$ cat config.mk
export PLATFORM = sky130hd
export DESIGN_NAME = line_editor_buffer_unit
export DESIGN_NICKNAME = d
export VERILOG_FILES = /design/src/sv/leb_pkg.sv /design/src/sv/leb_ram.sv /design/src/sv/leb_seq.sv /design/src/sv/leb_dp.sv /design/src/sv/line_editor_buffer_unit.sv
export SDC_FILE = /design/constraint.sdc
export NUM_CORES = 1
export LEC_CHECK = 0
export BUFFER_PORTS_ARGS = -buffer_cell sky130_fd_sc_hd__buf_4
export CORE_ASPECT_RATIO = 1.25
export CORE_MARGIN = 3
export CORE_UTILIZATION = 55
export DETAILED_ROUTE_END_ITERATION = 10
export PLACE_DENSITY = 0.82
export SYNTH_ARGS = -nofsm -noshare
export SYNTH_HDL_FRONTEND = slang
export SYNTH_SLANG_ARGS = --single-unit
$ cat constraint.sdc
create_clock -name clk -period 6.5 [get_ports clk]
set_clock_uncertainty 0.2 [all_clocks]
set_input_delay 0 -clock clk [delete_from_list [all_inputs] [get_ports clk]]
set_output_delay 0 -clock clk [all_outputs]
set_load 0.02 [all_outputs]
$ cat src/sv/leb_pkg.sv
// Shared constants, control types and the dispatch map of the line editor buffer.
package leb_pkg;

  localparam int LINE_DEPTH = 64;
  localparam int ADDR_W     = $clog2(LINE_DEPTH);
  localparam int BYTE_W     = 8;
  localparam int CFG_IDX_W  = 2;

  localparam logic [BYTE_W-1:0] NUL_BYTE     = 8'd0;
  localparam logic [BYTE_W-1:0] NEWLINE_BYTE = 8'd10;
  localparam logic [BYTE_W-1:0] SPACE_BYTE   = 8'd32;

  localparam logic [BYTE_W-1:0] ERASE_RST     = 8'd42;
  localparam logic [BYTE_W-1:0] ALT_EOL_RST   = 8'd64;
  localparam logic [BYTE_W-1:0] KILL_WORD_RST = 8'd36;
  localparam logic [BYTE_W-1:0] KILL_LINE_RST = 8'd38;

  localparam logic [CFG_IDX_W-1:0] REG_ERASE     = 2'd0;
  localparam logic [CFG_IDX_W-1:0] REG_ALT_EOL   = 2'd1;
  localparam logic [CFG_IDX_W-1:0] REG_KILL_WORD = 2'd2;
  localparam logic [CFG_IDX_W-1:0] REG_KILL_LINE = 2'd3;

  typedef enum logic [3:0] {
    ST_IDLE     = 4'd0,
    ST_ERASE    = 4'd1,
    ST_KLINE    = 4'd2,
    ST_ORD      = 4'd3,
    ST_EOL      = 4'd4,
    ST_EOL_WAIT = 4'd5,
    ST_EMIT     = 4'd6,
    ST_EOL_DONE = 4'd7,
    ST_KW_INIT  = 4'd8,
    ST_KW_CHK   = 4'd9,
    ST_KW_SP    = 4'd10,
    ST_KW_WORD  = 4'd11,
    ST_KW_DONE  = 4'd12
  } step_t;

  typedef enum logic [2:0] {
    CLS_DROP,
    CLS_ERASE,
    CLS_EOL,
    CLS_KWORD,
    CLS_KLINE,
    CLS_ORD
  } byte_class_t;

  typedef enum logic [2:0] {
    FILL_HOLD,
    FILL_INC,
    FILL_DEC,
    FILL_CLEAR,
    FILL_LOAD_PTR
  } fill_op_t;

  typedef enum logic [2:0] {
    PTR_HOLD,
    PTR_ZERO,
    PTR_LOAD_FILL,
    PTR_DEC,
    PTR_INC
  } ptr_op_t;

  typedef enum logic [2:0] {
    C_ALWAYS,
    C_ACCEPT,
    C_FILL_ZERO,
    C_FILL_FULL,
    C_AT_LAST,
    C_PTR_ZERO,
    C_RD_SPACE,
    C_WORD_DONE
  } cond_t;

  typedef enum logic {
    W_NONE,
    W_OUT_BUSY
  } wait_t;

  typedef enum logic [1:0] {
    ON_ALWAYS,
    ON_TRUE,
    ON_FALSE
  } when_t;

  typedef struct packed {
    logic     in_ready;
    logic     in_load;
    logic     ram_we;
    logic     wr_newline;
    logic     addr_minus;
    logic     emit;
    fill_op_t fill_op;
    ptr_op_t  ptr_op;
    wait_t    wait_sel;
    cond_t    cond;
    when_t    when;
    logic     dispatch;
    step_t    jt;
    step_t    jf;
  } uword_t;

  typedef struct packed {
    logic     in_ready;
    logic     in_load;
    logic     ram_we;
    logic     wr_newline;
    logic     addr_minus;
    logic     emit;
    fill_op_t fill_op;
    ptr_op_t  ptr_op;
  } ctrl_t;

  typedef struct packed {
    logic        in_valid;
    byte_class_t cls;
    logic        fill_zero;
    logic        fill_full;
    logic        at_last;
    logic        ptr_zero;
    logic        rd_space;
    logic        out_busy;
  } stat_t;

  function automatic step_t leb_dispatch(byte_class_t cls);
    step_t s;
    case (cls)
      CLS_ERASE: s = ST_ERASE;
      CLS_EOL:   s = ST_EOL;
      CLS_KWORD: s = ST_KW_INIT;
      CLS_KLINE: s = ST_KLINE;
      CLS_ORD:   s = ST_ORD;
      default:   s = ST_IDLE;
    endcase
    return s;
  endfunction

endpackage

$ cat src/sv/leb_ram.sv
// Generic single-write, single-read RAM with registered read data.
module leb_ram #(
  parameter int WIDTH = 8,
  parameter int DEPTH = 64
) (
  input  logic                     clk,
  input  logic                     we,
  input  logic [$clog2(DEPTH)-1:0] waddr,
  input  logic [WIDTH-1:0]         wdata,
  input  logic [$clog2(DEPTH)-1:0] raddr,
  output logic [WIDTH-1:0]         rdata
);

  logic [WIDTH-1:0] mem [DEPTH];

  always_ff @(posedge clk) begin
    if (we) begin
      mem[waddr] <= wdata;
    end
    rdata <= mem[raddr];
  end

endmodule

$ cat src/sv/leb_seq.sv
// Microcode store, step counter and branch logic of the line editor buffer.
module leb_seq (
  input  logic           clk,
  input  logic           rst,
  input  leb_pkg::stat_t stat,
  output leb_pkg::ctrl_t ctrl
);

  function automatic leb_pkg::uword_t ucode(leb_pkg::step_t s);
    leb_pkg::uword_t w;
    w = '{in_ready: 1'b0, in_load: 1'b0, ram_we: 1'b0, wr_newline: 1'b0,
          addr_minus: 1'b0, emit: 1'b0, fill_op: leb_pkg::FILL_HOLD,
          ptr_op: leb_pkg::PTR_HOLD, wait_sel: leb_pkg::W_NONE,
          cond: leb_pkg::C_ALWAYS, when: leb_pkg::ON_ALWAYS, dispatch: 1'b0,
          jt: leb_pkg::ST_IDLE, jf: leb_pkg::ST_IDLE};
    case (s)
      leb_pkg::ST_IDLE: begin
        w.in_ready = 1'b1;
        w.in_load  = 1'b1;
        w.cond     = leb_pkg::C_ACCEPT;
        w.when     = leb_pkg::ON_TRUE;
        w.dispatch = 1'b1;
      end
      leb_pkg::ST_ERASE: begin
        w.cond    = leb_pkg::C_FILL_ZERO;
        w.when    = leb_pkg::ON_FALSE;
        w.fill_op = leb_pkg::FILL_DEC;
      end
      leb_pkg::ST_KLINE: begin
        w.fill_op = leb_pkg::FILL_CLEAR;
      end
      leb_pkg::ST_ORD: begin
        w.cond    = leb_pkg::C_FILL_FULL;
        w.when    = leb_pkg::ON_FALSE;
        w.ram_we  = 1'b1;
        w.fill_op = leb_pkg::FILL_INC;
      end
      leb_pkg::ST_EOL: begin
        w.ram_we     = 1'b1;
        w.wr_newline = 1'b1;
        w.ptr_op     = leb_pkg::PTR_ZERO;
        w.jt         = leb_pkg::ST_EOL_WAIT;
      end
      leb_pkg::ST_EOL_WAIT: begin
        w.jt = leb_pkg::ST_EMIT;
      end
      leb_pkg::ST_EMIT: begin
        w.wait_sel = leb_pkg::W_OUT_BUSY;
        w.emit     = 1'b1;
        w.ptr_op   = leb_pkg::PTR_INC;
        w.cond     = leb_pkg::C_AT_LAST;
        w.jt       = leb_pkg::ST_EOL_DONE;
        w.jf       = leb_pkg::ST_EMIT;
      end
      leb_pkg::ST_EOL_DONE: begin
        w.fill_op = leb_pkg::FILL_CLEAR;
      end
      leb_pkg::ST_KW_INIT: begin
        w.addr_minus = 1'b1;
        w.ptr_op     = leb_pkg::PTR_LOAD_FILL;
        w.jt         = leb_pkg::ST_KW_CHK;
      end
      leb_pkg::ST_KW_CHK: begin
        w.addr_minus = 1'b1;
        w.cond       = leb_pkg::C_PTR_ZERO;
        w.jt         = leb_pkg::ST_IDLE;
        w.jf         = leb_pkg::ST_KW_SP;
      end
      leb_pkg::ST_KW_SP: begin
        w.addr_minus = 1'b1;
        w.cond       = leb_pkg::C_RD_SPACE;
        w.when       = leb_pkg::ON_TRUE;
        w.ptr_op     = leb_pkg::PTR_DEC;
        w.jt         = leb_pkg::ST_KW_CHK;
        w.jf         = leb_pkg::ST_KW_WORD;
      end
      leb_pkg::ST_KW_WORD: begin
        w.addr_minus = 1'b1;
        w.cond       = leb_pkg::C_WORD_DONE;
        w.when       = leb_pkg::ON_FALSE;
        w.ptr_op     = leb_pkg::PTR_DEC;
        w.jt         = leb_pkg::ST_KW_DONE;
        w.jf         = leb_pkg::ST_KW_WORD;
      end
      leb_pkg::ST_KW_DONE: begin
        w.fill_op = leb_pkg::FILL_LOAD_PTR;
      end
      default: begin
        w.jt = leb_pkg::ST_IDLE;
      end
    endcase
    return w;
  endfunction

  leb_pkg::step_t  step;
  leb_pkg::step_t  step_next;
  leb_pkg::uword_t w;
  logic            busy;
  logic            c;
  logic            run;

  always_ff @(posedge clk) begin
    if (rst) begin
      step <= leb_pkg::ST_IDLE;
    end else begin
      step <= step_next;
    end
  end

  always_comb begin
    w    = ucode(step);
    busy = (w.wait_sel == leb_pkg::W_OUT_BUSY) && stat.out_busy;
    case (w.cond)
      leb_pkg::C_ALWAYS:    c = 1'b1;
      leb_pkg::C_ACCEPT:    c = stat.in_valid && w.in_ready;
      leb_pkg::C_FILL_ZERO: c = stat.fill_zero;
      leb_pkg::C_FILL_FULL: c = stat.fill_full;
      leb_pkg::C_AT_LAST:   c = stat.at_last;
      leb_pkg::C_PTR_ZERO:  c = stat.ptr_zero;
      leb_pkg::C_RD_SPACE:  c = stat.rd_space;
      leb_pkg::C_WORD_DONE: c = stat.ptr_zero || stat.rd_space;
      default:              c = 1'b0;
    endcase
    case (w.when)
      leb_pkg::ON_ALWAYS: run = !busy;
      leb_pkg::ON_TRUE:   run = !busy && c;
      leb_pkg::ON_FALSE:  run = !busy && !c;
      default:            run = 1'b0;
    endcase

    ctrl.in_ready   = w.in_ready;
    ctrl.in_load    = w.in_load && run;
    ctrl.ram_we     = w.ram_we && run;
    ctrl.wr_newline = w.wr_newline;
    ctrl.addr_minus = w.addr_minus;
    ctrl.emit       = w.emit && run;
    ctrl.fill_op    = run ? w.fill_op : leb_pkg::FILL_HOLD;
    ctrl.ptr_op     = run ? w.ptr_op : leb_pkg::PTR_HOLD;

    if (busy) begin
      step_next = step;
    end else if (c) begin
      step_next = w.dispatch ? leb_pkg::leb_dispatch(stat.cls) : w.jt;
    end else begin
      step_next = w.jf;
    end
  end

endmodule

$ cat src/sv/leb_dp.sv
// Datapath of the line editor buffer: control registers, line store, pointers, output register.
module leb_dp (
  input  logic                         clk,
  input  logic                         rst,
  input  leb_pkg::ctrl_t               ctrl,
  output leb_pkg::stat_t               stat,
  input  logic                         cfg_we,
  input  logic [leb_pkg::CFG_IDX_W-1:0] cfg_index,
  input  logic [leb_pkg::BYTE_W-1:0]   cfg_data,
  input  logic                         in_valid,
  input  logic [leb_pkg::BYTE_W-1:0]   in_data,
  output logic                         out_valid,
  input  logic                         out_ready,
  output logic [leb_pkg::BYTE_W-1:0]   out_data,
  output logic                         out_last
);

  logic [leb_pkg::BYTE_W-1:0] erase_char;
  logic [leb_pkg::BYTE_W-1:0] alt_eol_char;
  logic [leb_pkg::BYTE_W-1:0] kill_word_char;
  logic [leb_pkg::BYTE_W-1:0] kill_line_char;
  logic [leb_pkg::BYTE_W-1:0] in_byte;
  logic [leb_pkg::ADDR_W-1:0] fill;
  logic [leb_pkg::ADDR_W-1:0] fill_next;
  logic [leb_pkg::ADDR_W-1:0] ptr;
  logic [leb_pkg::ADDR_W-1:0] ptr_next;
  logic [leb_pkg::ADDR_W-1:0] rd_addr;
  logic [leb_pkg::BYTE_W-1:0] wr_data;
  logic [leb_pkg::BYTE_W-1:0] rd_data;
  leb_pkg::byte_class_t       cls;

  always_ff @(posedge clk) begin
    if (rst) begin
      erase_char     <= leb_pkg::ERASE_RST;
      alt_eol_char   <= leb_pkg::ALT_EOL_RST;
      kill_word_char <= leb_pkg::KILL_WORD_RST;
      kill_line_char <= leb_pkg::KILL_LINE_RST;
    end else if (cfg_we) begin
      case (cfg_index)
        leb_pkg::REG_ERASE:     erase_char     <= cfg_data;
        leb_pkg::REG_ALT_EOL:   alt_eol_char   <= cfg_data;
        leb_pkg::REG_KILL_WORD: kill_word_char <= cfg_data;
        leb_pkg::REG_KILL_LINE: kill_line_char <= cfg_data;
        default: ;
      endcase
    end
  end

  always_comb begin
    if (in_data == leb_pkg::NUL_BYTE) begin
      cls = leb_pkg::CLS_DROP;
    end else if (in_data == erase_char) begin
      cls = leb_pkg::CLS_ERASE;
    end else if (in_data == alt_eol_char) begin
      cls = leb_pkg::CLS_EOL;
    end else if (in_data == kill_word_char) begin
      cls = leb_pkg::CLS_KWORD;
    end else if (in_data == kill_line_char) begin
      cls = leb_pkg::CLS_KLINE;
    end else if (in_data == leb_pkg::NEWLINE_BYTE) begin
      cls = leb_pkg::CLS_EOL;
    end else begin
      cls = leb_pkg::CLS_ORD;
    end
  end

  always_comb begin
    case (ctrl.fill_op)
      leb_pkg::FILL_INC:      fill_next = fill + leb_pkg::ADDR_W'(1);
      leb_pkg::FILL_DEC:      fill_next = fill - leb_pkg::ADDR_W'(1);
      leb_pkg::FILL_CLEAR:    fill_next = '0;
      leb_pkg::FILL_LOAD_PTR: fill_next = ptr;
      default:                fill_next = fill;
    endcase
    case (ctrl.ptr_op)
      leb_pkg::PTR_ZERO:      ptr_next = '0;
      leb_pkg::PTR_LOAD_FILL: ptr_next = fill;
      leb_pkg::PTR_DEC:       ptr_next = ptr - leb_pkg::ADDR_W'(1);
      leb_pkg::PTR_INC:       ptr_next = ptr + leb_pkg::ADDR_W'(1);
      default:                ptr_next = ptr;
    endcase
    rd_addr = ctrl.addr_minus ? ptr_next - leb_pkg::ADDR_W'(1) : ptr_next;
    wr_data = ctrl.wr_newline ? leb_pkg::NEWLINE_BYTE : in_byte;
  end

  always_ff @(posedge clk) begin
    if (rst) begin
      fill <= '0;
      ptr  <= '0;
    end else begin
      fill <= fill_next;
      ptr  <= ptr_next;
    end
  end

  always_ff @(posedge clk) begin
    if (ctrl.in_load) begin
      in_byte <= in_data;
    end
  end

  leb_ram #(
    .WIDTH (leb_pkg::BYTE_W),
    .DEPTH (leb_pkg::LINE_DEPTH)
  ) u_line_ram (
    .clk   (clk),
    .we    (ctrl.ram_we),
    .waddr (fill),
    .wdata (wr_data),
    .raddr (rd_addr),
    .rdata (rd_data)
  );

  always_ff @(posedge clk) begin
    if (rst) begin
      out_valid <= 1'b0;
    end else if (ctrl.emit) begin
      out_valid <= 1'b1;
    end else if (out_ready) begin
      out_valid <= 1'b0;
    end
  end

  always_ff @(posedge clk) begin
    if (ctrl.emit) begin
      out_data <= rd_data;
      out_last <= (ptr == fill);
    end
  end

  always_comb begin
    stat.in_valid  = in_valid;
    stat.cls       = cls;
    stat.fill_zero = (fill == '0);
    stat.fill_full = (fill == leb_pkg::ADDR_W'(leb_pkg::LINE_DEPTH - 1));
    stat.at_last   = (ptr == fill);
    stat.ptr_zero  = (ptr == '0);
    stat.rd_space  = (rd_data == leb_pkg::SPACE_BYTE);
    stat.out_busy  = out_valid && !out_ready;
  end

endmodule

$ cat src/sv/line_editor_buffer_unit.sv
// Top level of the line editor buffer: microcoded sequencer driving the line datapath.
//
//  channel  | direction | payload
//  ---------+-----------+------------------------------------------------
//  s_axis   | in        | tdata[7:0] = in_byte
//  m_axis   | out       | tdata[7:0] = out_byte, tlast = last
//  cfg      | in        | cfg_index selects register, cfg_data[7:0] value
//
// An input byte is taken only in the idle step. An end of line sends the stored line,
// newline included, one output byte per cycle from the line RAM read port while
// m_axis_tready keeps up. Reset sets the control registers to their defaults and
// empties the line; the line RAM is not cleared. A stalled output holds the emission
// step until m_axis_tready returns.
module line_editor_buffer_unit (
  input  logic                          clk,
  input  logic                          rst,
  input  logic                          s_axis_tvalid,
  output logic                          s_axis_tready,
  input  logic [leb_pkg::BYTE_W-1:0]    s_axis_tdata,   // [7:0] in_byte
  output logic                          m_axis_tvalid,
  input  logic                          m_axis_tready,
  output logic [leb_pkg::BYTE_W-1:0]    m_axis_tdata,   // [7:0] out_byte
  output logic                          m_axis_tlast,
  input  logic                          cfg_we,
  input  logic [leb_pkg::CFG_IDX_W-1:0] cfg_index,
  input  logic [leb_pkg::BYTE_W-1:0]    cfg_data
);

  leb_pkg::ctrl_t ctrl;
  leb_pkg::stat_t stat;

  assign s_axis_tready = ctrl.in_ready;

  leb_seq u_seq (
    .clk  (clk),
    .rst  (rst),
    .stat (stat),
    .ctrl (ctrl)
  );

  leb_dp u_dp (
    .clk       (clk),
    .rst       (rst),
    .ctrl      (ctrl),
    .stat      (stat),
    .cfg_we    (cfg_we),
    .cfg_index (cfg_index),
    .cfg_data  (cfg_data),
    .in_valid  (s_axis_tvalid),
    .in_data   (s_axis_tdata),
    .out_valid (m_axis_tvalid),
    .out_ready (m_axis_tready),
    .out_data  (m_axis_tdata),
    .out_last  (m_axis_tlast)
  );

endmodule

# [Word-level counts from Yosys, hierarchy flattened]
# Memories as Yosys holds them, arrays and structs flattened. A register that Yosys moved wholly into a read port is not among the register bits.
# Index checks and enable logic that the tools add are counted.
[op_classes] n_addsub=5 eq_ne=45 muxes=33 reduce_logical=32
[op_table] operator="6-bit case mux with 4 select lines" count=2
[op_table] operator="4-bit case mux with 5 select lines" count=2
[op_table] operator="8-bit == test" count=4
[op_table] operator="3-bit by 2-bit == test with 1-bit output, second input constant" count=8
[op_table] operator="3-bit == test, second input constant" count=8
[op_table] operator="3-bit two-way mux" count=8
[op_table] operator="3-bit case mux with 4 select lines" count=2
[op_table] operator="3-bit case mux with 7 select lines" count=1
[op_table] operator="4-bit == test, second input constant" count=5
[op_table] operator="6-bit by 1-bit subtractor with 6-bit output, second input constant" count=3
[op_table] operator="4-bit by 3-bit == test with 1-bit output, second input constant" count=4
[op_table] operator="6-bit by 1-bit adder with 6-bit output, second input constant" count=2
[op_table] operator="3-bit by 1-bit == test with 1-bit output, second input constant" count=4
[op_table] operator="6-bit zero test" count=2
[op_table] operator="4-bit case mux with 3 select lines" count=1
[op_table] operator="2-bit OR reduction" count=5
[op_table] operator="1-bit two-way mux" count=9
[op_table] operator="4-bit by 2-bit == test with 1-bit output, second input constant" count=2
[op_table] operator="8-bit by 4-bit == test with 1-bit output, second input constant" count=1
[op_table] operator="8-bit by 6-bit == test with 1-bit output, second input constant" count=1
[op_table] operator="1-bit logical AND" count=8
[op_table] operator="8-bit zero test" count=1
[op_table] operator="4-bit two-way mux" count=2
[op_table] operator="8-bit two-way mux" count=1
[op_table] operator="20 further kinds" count=29
[word_totals] reg_bits=66 mem_bits_rw=512 inputBits=23 mem_count=1
[memory_table] memory="u_dp.u_line_ram.mem" depth=64 word_bits=8 rd=1 rd_ports_with_merged_regs=1 write_ports=1 line_no="leb_ram.sv:14" source="logic [WIDTH-1:0] mem [DEPTH];"

# [Longest topological paths before layout]
# Gate-level depths: netlist (run 1).
[depth] ltp_word=12 depth_mapped=24 depth_no_buf=21

# [By module]
# Synthesis (run 1) repeated with hierarchy kept, for this count alone.
[unflattened] cells_unflattened=1429 hier_area_um2=24417.2
[modules_own_cells] mod="leb_ram" n_inst=1 cells_per_inst=940 area_per_inst_um2=20166.8 seq_area_each_um2=15534.9
[modules_own_cells] mod="leb_dp" n_inst=1 cells_per_inst=395 area_per_inst_um2=3573.4 seq_area_each_um2=1411.4
[modules_own_cells] mod="leb_seq" n_inst=1 cells_per_inst=94 area_per_inst_um2=676.9 seq_area_each_um2=80.1

# [Worst setup path before layout (run 1)]
# Ideal clock, no wire load.
[synth_path] path_type="reg-to-reg" start="register u_seq.step[1]" end="register u_dp.u_line_ram.rdata[7] (read register of u_dp.u_line_ram.mem)" setup_ps=120 arrival_ps=5490 slack_ps=690 stages_incl_launch_ff=22 period_less_slack_ps=5810 path_cell_list="dfxtp_1 -> buf_4 -> clkbuf_1 -> xor2_1 -> nor3_1 -> inv_1 -> ha_1 -> or4_4 -> a41oi_1 -> nand2b_1 -> fa_1 -> inv_1 -> o21ai_0 -> mux2i_4 -> ha_1 -> mux2i_4 -> buf_2 -> buf_2 -> mux4_2 -> a32oi_1 -> o211ai_1 -> a211o_1"
[synth_via] elab_chain_len=12
[synth_lines] item="start, declared" line_no="leb_seq.sv:95" source="leb_pkg::step_t step;"
[synth_lines] item="start signal, assigned" line_no="leb_seq.sv:104" source="step <= leb_pkg::ST_IDLE;"
[synth_lines] item="start signal, assigned" line_no="leb_seq.sv:106" source="step <= step_next;"
[synth_lines] item="4-bit == test (tied with other cells)" line_no="leb_seq.sv:16" source="case (s)"
[synth_lines] item="3-bit case mux with 7 select lines or 2-bit two-way mux (tied branches)" line_no="leb_seq.sv:16"
[synth_lines] item="3-bit == test (tied with other cells)" line_no="leb_seq.sv:113" source="case (w.cond)"
[synth_lines] item="1-bit case mux with 8 select lines" line_no="leb_seq.sv:113"
[synth_lines] item="1-bit zero test" line_no="leb_seq.sv:127" source="leb_pkg::ON_FALSE: run = !busy && !c;"
[synth_lines] item="1-bit logical AND" line_no="leb_seq.sv:127"
[synth_lines] item="1-bit case mux with 3 select lines" line_no="leb_seq.sv:124" source="case (w.when)"
[synth_lines] item="3-bit two-way mux" line_no="leb_seq.sv:138" source="ctrl.ptr_op = run ? w.ptr_op : leb_pkg::PTR_HOLD;"
[synth_lines] item="3-bit == test (tied with other cells)" line_no="leb_dp.sv:75" source="case (ctrl.ptr_op)"
[synth_lines] item="6-bit case mux with 4 select lines" line_no="leb_dp.sv:75"
[synth_lines] item="6-bit by 1-bit subtractor with 6-bit output" line_no="leb_dp.sv:82" source="rd_addr = ctrl.addr_minus ? ptr_next - leb_pkg::ADDR_W'(1) : ptr_next;"
[synth_lines] item="6-bit two-way mux (*)" line_no="leb_dp.sv:82"
[synth_lines] item="end, declared" line_no="leb_ram.sv:11" source="output logic [WIDTH-1:0] rdata"
# Mark *: on every way between the ends. The rest lies on a longest branch, timed or not.
# A chain may end at the register's enable or synchronous reset.

# [Final worst setup path (run 1)]
[layout_path] start="register u_seq.step[0]" end="register u_dp.u_line_ram.rdata[2] (read register of u_dp.u_line_ram.mem)"
# The elaborated chain is that of the path after synthesis.

==> summary.md, run 1 <==
| Metric | Value |
|---|---|
| Status | `finished clean` |
| Tmin final | `6.21 ns` |
| Final Hold Viols | `0` |
| Post-CTS setup buffer count | `0` |
| Switching Share | `25.5%` |
| Synth Net Count | `1573` |
| Power Dens Cells | `330 nW/um^2` |
| Nets | `1654` |
| P&R area growth vs syn | `12.3%` |
| Setup_tns | `0 ns` |
| Htree depth | `2` |
| Mapped Area | `24300 um^2` |
| CORE AREA | `43400 um^2` |
| ANT nets after route | `0` |
| CTS tree | `built` |
| First-pass GRT wire length | `89.1 mm` |
| Critical Path Fanout Max | `36` |
| Longest Clk Path Bufs | `3` |
| Sequential Power Share | `52.6%` |
| Clock sinks | `586` |
| Period utilisation layout | `95.5%` |
| Clk slew on worst S/H paths | `0.07 ns` |
| Max-slew violations | `0` |
| # DRC | `0` |
| WL per Instance | `26.5 um` |
| Die width | `194 um` |
| Crit Path Class | `flop to flop` |
| Maxcap violations | `0` |
| Final setup fails | `0` |
| Slew @ Worst Pin | `1.35 ns` |
| Initial Util | `56.1%` |
| FMAX | `0.161 GHz` |
| Crit end category | `flop` |
| Cell Rows | `85` |
| Clk pwr share | `34.0%` |
| Syn Inst Count | `1536` |
| Unique cell type count in the Yosys netlist | `86` |
| CP peak stage delay | `0.55 ns` |
| Core Util, Final | `63.0%` |
| Prevailing post-synth register cell | `edfxtp_1` |
| Max VDD drop | `0.313 mV` |
| First-pass detailed-route iteration total | `8` |
| EDFF count, synth | `529` |
| Hold Worst Slack | `0.0580 ns` |
| I/O Buffers | `33` |
| CP cell instances | `buf_4 > nor3b_1 > nor4_1 > nor2b_1 > o31ai_1 > a41oi_1 > nand2b_1 > fa_1 > inv_1 > o21ai_0 > mux2i_4 > ha_1 > nand2_1 > xor2_4 > buf_12 > mux4_2 > mux2i_1 > o2111ai_1 > and4b_1` |
| Total grt overflow | `0` |
| Initial antenna violation count | `0` |
| Total track usage | `25.2%` |
| WP buf/inv | `3` |
| Yosys reg bits | `586` |
| Vias in the first global route | `14.3k` |
| Int Pwr | `0.00673 W` |
| Top delay family on crit path | `simple AND/OR/NAND/NOR gates` |
| Worst endpoint required time | `6.78 ns` |
| Register Area | `17000 um^2` |
| Switch Pwr | `0.00230 W` |
| Largest net degree at the start of global routing | `65` |
| Worst-Skew Late Latency | `0.59 ns` |
| Cts bufs inserted | `53` |
| Footprint of the multi-input gates | `6820 um^2` |
| Lkg Pwr | `9.00 nW` |
| Gpl congestion | `0.959` |
| I/O pin count | `34` |
| CP max-delay cell | `fa_1` |
| WP data arrival | `6.48 ns` |
| FFs w/ async S/R, synth | `0%` |
| RSZ-0062 raised after global routing | `no` |
| Combinational group share of total power | `13.4%` |
| Ant diodes | `0` |
| Die area | `46800 um^2` |
| Max_slew headroom | `9.82%` |
| Via-to-Cell Ratio | `6.49` |
| Die height | `241 um` |
| Post-synthesis sequential area ratio | `70.0%` |
| Total Wirelength | `59.0 mm` |
| Hpwl dp | `36.7 mm` |
| Vias | `14.5k` |
| Root Driver | `clkbuf_16` |
| PnR Total Power | `0.00903 W` |
| Startpoint types | `flop` |
| Worst hold path type | `input port to flop` |
| Initial DRC Count | `2122` |
| Avg Synthesized Cell Area | `15.8 um^2` |
| Layout cells sized above 1 | `17.0%` |
| Fillers | `2886` |
| Yosys warnings | `0` |
==> placed cells by master (no fill, tap or decap), drive strengths merged, types with 7 or more instances in the layout <==
| cell type | Yosys | final |
|---|---|---|
| nor2 | 113 | 113 |
| dfxtp | 57 | 57 |
| and3 | 7 | 7 |
| clkbuf | 34 | 70 |
| a31oi | 10 | 10 |
| nor2b | 10 | 10 |
| mux2i | 45 | 45 |
| a32oi | 9 | 9 |
| xor2 | 23 | 23 |
| and2 | 10 | 10 |
| dlygate4sd3 | 0 | 40 |
| inv | 20 | 23 |
| nand3 | 45 | 45 |
| ha | 12 | 12 |
| o21ai | 11 | 11 |
| clkinv | 0 | 18 |
| nand3b | 10 | 10 |
| mux4 | 99 | 99 |
| xnor2 | 32 | 32 |
| a21oi | 57 | 57 |
| nand4 | 11 | 11 |
| nand2 | 193 | 193 |
| nor4 | 9 | 9 |
| a22oi | 14 | 14 |
| nor3 | 23 | 23 |
| edfxtp | 529 | 529 |
| a21o | 7 | 7 |
| buf | 48 | 68 |
==> Yosys cell counts, types with 3 or more instances <==
cell	instances	share of area, %
buf_2	23	0.47
dfxtp_1	57	4.7
nand3b_1	10	0.31
ha_1	12	0.62
and2_1	10	0.26
clkbuf_1	33	0.51
o2111ai_1	4	0.14
o21bai_1	3	0.093
nor4_1	8	0.21
edfxtp_1	529	65
a32oi_1	8	0.29
nor2_1	111	1.7
o31ai_1	3	0.093
mux4_2	99	9.2
nor3b_1	4	0.12
xnor2_1	32	1.2
o21ai_0	8	0.16
nor4b_1	4	0.14
xor2_1	22	0.79
buf_6	7	0.32
inv_1	20	0.31
a21oi_1	57	1.2
nand2b_1	5	0.13
or3b_2	3	0.11
mux2_2	4	0.19
or3_1	3	0.077
buf_4	11	0.34
buf_1	5	0.077
nor2b_1	10	0.26
nand3_1	44	0.91
nor3_1	21	0.43
a22oi_1	14	0.43
or2_2	4	0.10
and3_1	7	0.18
a31oi_1	10	0.26
nand2_1	193	3.0
mux2i_1	43	1.8
a211o_1	5	0.18
o21a_1	3	0.093
nand4_1	11	0.28
a221oi_1	5	0.18
o22ai_1	6	0.15
a21o_1	6	0.19
o21ai_1	3	0.062
a211oi_1	5	0.15
==> cells by family after synthesis <==
| kind of cell | Yosys count | synth area share (%) |
|---|---|---|
| buffers and inverters | 102 | 2.20 |
| AOI/OAI and AO/OA | 165 | 4.73 |
| adders and majority gates | 15 | 0.823 |
| muxes | 149 | 11.4 |
| and+or+nand+nor | 464 | 8.91 |
| xor gates and xnor gates | 55 | 2.01 |
| DFF | 586 | 70.0 |
==> through the flow <==
step                      setup WS, ns  instances  area, um^2
after floorplan                  0.690       1536       24300
after global placement           0.591       2087       25200
after detailed placement         0.390       2087       25200
after CTS                        0.321       2226       27300
after global routing            0.0531       2226       27300
final                            0.295       2226       27300
==> tightest hold or removal path, cell delays in order <==
cell           delay, ns
dlygate4sd3_1       0.53
buf_4               0.16
nand2_1             0.05
a21oi_1             0.05
==> registers in the layout, indices dropped and copies added, names as in the netlist, 6 cells and up <==
signal	flops
u_dp.u_line_ram.rdata	8
u_dp.in_byte	8
u_dp.erase_char	8
u_dp.kill_line_char	8
u_dp.fill	6
u_dp.alt_eol_char	8
u_dp.kill_word_char	8
u_dp.ptr	6
u_dp.u_line_ram.mem	512
u_dp.out_data	8
==> final cells by class <==
type / count / share of cell area, %
flip-flops and latches: 586 / 62.3
multi-input cells: 848 / 24.9
clock buffers: 70 / 5.28
repair buffers: 108 / 3.70
well taps: 565 / 2.59
clock inverters: 29 / 0.938
inverters: 20 / 0.275
==> routing by layer <==
metal	vias to the layer above	share of wire (%)	GRT usage (%)
met4	0	5.1	11.5
met5	-	0	0
li1	6093	-	-
met3	188	10	5.05
met2	992	50	42.8
met1	7179	35	31.8
==> power groups by stage <==
| stage | Clock (W) | Sequential (W) | Combinational (W) |
|---|---|---|---|
| 5_1_grt | 0.00322 | 0.00476 | 0.00131 |
| 4_1_cts | 0.00307 | 0.00475 | 0.00120 |
| 3_3_place_gp | 0 | 0.00482 | 0.00111 |
| 3_5_place_dp | 0 | 0.00483 | 0.00117 |
| 2_1_floorplan | 0 | 0.00480 | 0.000744 |
| 6_report | 0.00307 | 0.00475 | 0.00121 |
==> repair_timing <==
| item | CTS | global route |
|---|---|---|
| hold buffers | 40 | 0 |
| endpoints found under the setup margin | 0 | 7 |
| endpoints found under the hold margin | 57 | 0 |
| gates resized for setup | 0 | 4 |
==> final timing paths <==
check                                             from                  endpoint  slack, ns  depth (start not counted)
worst max-delay path                     u_seq.step[0]  u_dp.u_line_ram.rdata[2]       0.29                         19
worst min-delay path                       cfg_data[7]    u_dp.kill_word_char[7]       0.06                          4
worst max register to register           u_seq.step[0]  u_dp.u_line_ram.rdata[2]       0.29                         19
worst min register to register  u_dp.kill_line_char[3]    u_dp.kill_line_char[3]       0.27                          2
No activity file was read; power rests on OpenSTA's default activity.
==> run 2, diff against run 1 <==
--- a/config.mk
+++ b/config.mk
@@ -5,12 +5,12 @@
 export SDC_FILE = /design/constraint.sdc
 export NUM_CORES = 1
 export LEC_CHECK = 0
-export BUFFER_PORTS_ARGS = -buffer_cell sky130_fd_sc_hd__buf_4
 export CORE_ASPECT_RATIO = 1.25
 export CORE_MARGIN = 3
 export CORE_UTILIZATION = 55
 export DETAILED_ROUTE_END_ITERATION = 10
-export PLACE_DENSITY = 0.82
+export DONT_BUFFER_PORTS = 1
+export PLACE_DENSITY = 0.75
 export SYNTH_ARGS = -nofsm -noshare
 export SYNTH_HDL_FRONTEND = slang
 export SYNTH_SLANG_ARGS = --single-unit
==> summary.md, run 2 (same netlist as run 1, synthesis figures left out) <==
| Metric | Value |
|---|---|
| Status | `finished clean` |
| Setup ws final | `0.449 ns (+0.154 ns)` |
| Design area | `27200 um^2 (-0.55%)` |
| Hold Worst Slack | `0.00967 ns (-0.0483 ns)` |
| Layout cells sized above 1 | `15.4% (-1.6 points)` |
| Top delay family on crit path | `compound AO/OA/AOI/OAI gates` |
| Hold Startpoint | `m_axis_tready` |
| I/O pin count | `34 (unchanged)` |
| Combinational group share of total power | `13.6% (+0.2 points)` |
| Maxcap violations | `0 (unchanged)` |
| First-pass detailed-route iteration total | `5 (-3)` |
| Via-to-Cell Ratio | `6.33 (-2.6%)` |
| Fillers | `3049 (+5.6%)` |
| # DRC | `0 (unchanged)` |
| Placed Instances | `2060 (-1.3%)` |
| Nets | `1640 (-0.85%)` |
| Area after DPL | `25000 um^2 (-0.95%)` |
| Biggest register | `u_dp.u_line_ram.mem` |
| Crit end category | `flop` |
| Lkg Pwr | `8.92 nW (-0.99%)` |
| Period utilisation layout | `93.1% (-2.4 points)` |
| Hold path cells | `4 (unchanged)` |
| Die width | `194 um (unchanged)` |
| Power Dens Cells | `331 nW/um^2 (+0.13%)` |
| CP peak stage delay | `0.60 ns (+0.05 ns)` |
| Switching Share | `25.4% (-0.15 points)` |
| Startpoint types | `flop` |
| Int Pwr | `0.00671 W (-0.21%)` |
| Non-filler instance count after layout | `2208 (-0.81%)` |
| Cts bufs inserted | `53 (unchanged)` |
| Final Hold Viols | `0 (unchanged)` |
| Total grt overflow | `0 (unchanged)` |
| Worst endpoint required time | `6.82 ns (+0.04 ns)` |
| CP max-delay cell | `o31ai_1` |
| Initial DRC Count | `1639 (-23%)` |
| ANT nets after route | `0 (unchanged)` |
| FMAX | `0.165 GHz (+2.5%)` |
| Cell Rows | `85 (unchanged)` |
| Longest Clk Path Bufs | `3 (unchanged)` |
| Max_slew headroom | `13.3% (+3.5 points)` |
| Most frequent cells in the layout | `529 x edfxtp_1, 193 x nand2_1, 111 x nor2_1` |
| CP cell instances | `and4bb_2 > nor4_1 > nor2b_1 > o31ai_1 > a41oi_1 > nand2b_1 > fa_1 > xor2_1 > a22oi_1 > nor2_1 > a32oi_4 > and3_1 > or2_1 > buf_4 > mux4_2 > nand2_1 > a31oi_1 > o211a_1` |
| First-pass GRT wire length | `87.8 mm (-1.6%)` |
| RSZ-0062 raised after global routing | `no` |
| Root Driver | `clkbuf_16` |
| Die area | `46800 um^2 (unchanged)` |
| Clock sinks | `586 (unchanged)` |
| Slew @ Worst Pin | `1.30 ns (-0.0520 ns)` |
| Total Wirelength | `57.6 mm (-2.3%)` |
| Footprint of the multi-input gates | `6810 um^2 (about the same)` |
| Max VDD drop | `0.264 mV (-16%)` |
| Max reg flops | `512 (unchanged)` |
| Setup_tns | `0 ns (unchanged)` |
| Largest net degree at the start of global routing | `103 (+58%)` |
| WL per Instance | `26.1 um (-1.5%)` |
| P&R area growth vs syn | `11.7%` |
| Vias in the first global route | `14.1k (-1.5%)` |
| Initial Util | `56.1% (unchanged)` |
| Hpwl dp | `35.9 mm (-2.4%)` |
| Tmin final | `6.05 ns (-0.154 ns)` |
| Die height | `241 um (unchanged)` |
| CORE AREA | `43400 um^2 (unchanged)` |
| Switch Pwr | `0.00228 W (-1.0%)` |
| Clk slew on worst S/H paths | `0.07 ns (about the same)` |
| Gpl congestion | `0.951 (-0.84%)` |
| WP buf/inv | `1 (-2)` |
| Critical Path Fanout Max | `15 (-58%)` |
| Final setup fails | `0 (unchanged)` |
| WP data arrival | `6.37 ns (-0.11 ns)` |
| Hold path endpoint | `u_dp.out_valid` |
| R2R depth | `18 (-1)` |
| Htree depth | `2 (unchanged)` |
| Max-slew violations | `0 (unchanged)` |
| RR Endpoint | `u_dp.u_line_ram.rdata[3]` |
| Sequential Power Share | `52.9% (+0.3 points)` |
| R2r startpoint | `u_seq.step[2]` |
| Vias | `14.0k (-3.4%)` |
| Worst-Skew Late Latency | `0.58 ns (about the same)` |
| Setup WS pre-CTS | `0.340 ns (-0.0498 ns)` |
| R2R Setup Slk | `0.45 ns (+0.15 ns)` |
| CTS tree | `built` |
| Register Area | `17000 um^2 (about the same)` |
| Crit Path Class | `flop to flop` |
| Clk pwr share | `33.6% (-0.4 points)` |
| Total track usage | `24.6% (-0.55 points)` |
| Worst hold path type | `input port to flop` |
| Commonest non-fill, non-tap cell in the layout | `edfxtp_1` |
| Initial antenna violation count | `0 (unchanged)` |
| I/O Buffers | `0 (-100%)` |
| Ant diodes | `0 (unchanged)` |
run 2: power by group through the flow:
| stage | clock, W | sequential [W] | combinational (W) |
|---|---|---|---|
| 2_1_floorplan | 0 | 0.00480 | 0.000744 |
| 3_3_place_gp | 0 | 0.00483 | 0.00112 |
| 3_5_place_dp | 0 | 0.00483 | 0.00116 |
| 4_1_cts | 0.00304 | 0.00475 | 0.00122 |
| 5_1_grt | 0.00318 | 0.00476 | 0.00133 |
| 6_report | 0.00302 | 0.00475 | 0.00122 |
run 2: per-stage QoR:
stage          util, %  total power, W
3_3_place_gp      57.6         0.00594
2_1_floorplan        -         0.00554
4_1_cts           62.6         0.00901
6_report          62.6         0.00899
3_5_place_dp      57.6         0.00599
5_1_grt           62.6         0.00927
run 2: area by class of cell:
class                   count  area share [%]
repair buffers             94            3.35
multi-input cells         848            25.1
clock buffers              64            5.03
flip-flops and latches    586            62.6
clock inverters            31            1.03
well taps                 565            2.60
inverters                  20           0.276
run 2: repair_timing:
action | 4_1_cts | 5_1_grt
gates resized for setup | 0 | 4
endpoints found under the hold margin | 57 | 0
hold buffers | 53 | 0
setup buffers | 0 | 0
setup endpoints to repair | 0 | 6
run 2: per-layer routing:
| layer | up-vias | track usage, % | wire length, um | share of wire [%] |
|---|---|---|---|---|
| met3 | 145 | 4.10 | 4660 | 8.1 |
| met4 | 0 | 9.36 | 2360 | 4.1 |
| met2 | 744 | 42.0 | 29000 | 50 |
| met1 | 7030 | 32.4 | 21600 | 38 |
| met5 | - | 0 | 0 | 0 |
| li1 | 6047 | - | - | - |
run 2: worst max-delay path by stage:
stage	from	to	slack, ns	depth (start not counted)
global route	u_seq.step[3]	u_dp.u_line_ram.rdata[3]	0.12	20
global placement	u_seq.step[3]	u_dp.u_line_ram.rdata[1]	0.52	18
floorplan	u_seq.step[1]	u_dp.u_line_ram.rdata[7]	0.69	21
finish	u_seq.step[2]	u_dp.u_line_ram.rdata[3]	0.45	18
detailed placement	u_seq.step[3]	u_dp.u_line_ram.rdata[1]	0.34	18
CTS	u_seq.step[3]	u_dp.u_line_ram.rdata[1]	0.31	18
run 2: worst register-to-register path: stages, from the launching register on:
cell      delay [ns]
dfxtp_2         0.49
and4bb_2        0.37
nor4_1          0.08
nor2b_1         0.18
o31ai_1         0.60
a41oi_1         0.23
nand2b_1        0.34
fa_1            0.48
xor2_1          0.20
a22oi_1         0.16
nor2_1          0.09
a32oi_4         0.48
and3_1          0.39
or2_1           0.44
buf_4           0.30
mux4_2          0.22
nand2_1         0.06
a31oi_1         0.47
o211a_1         0.20
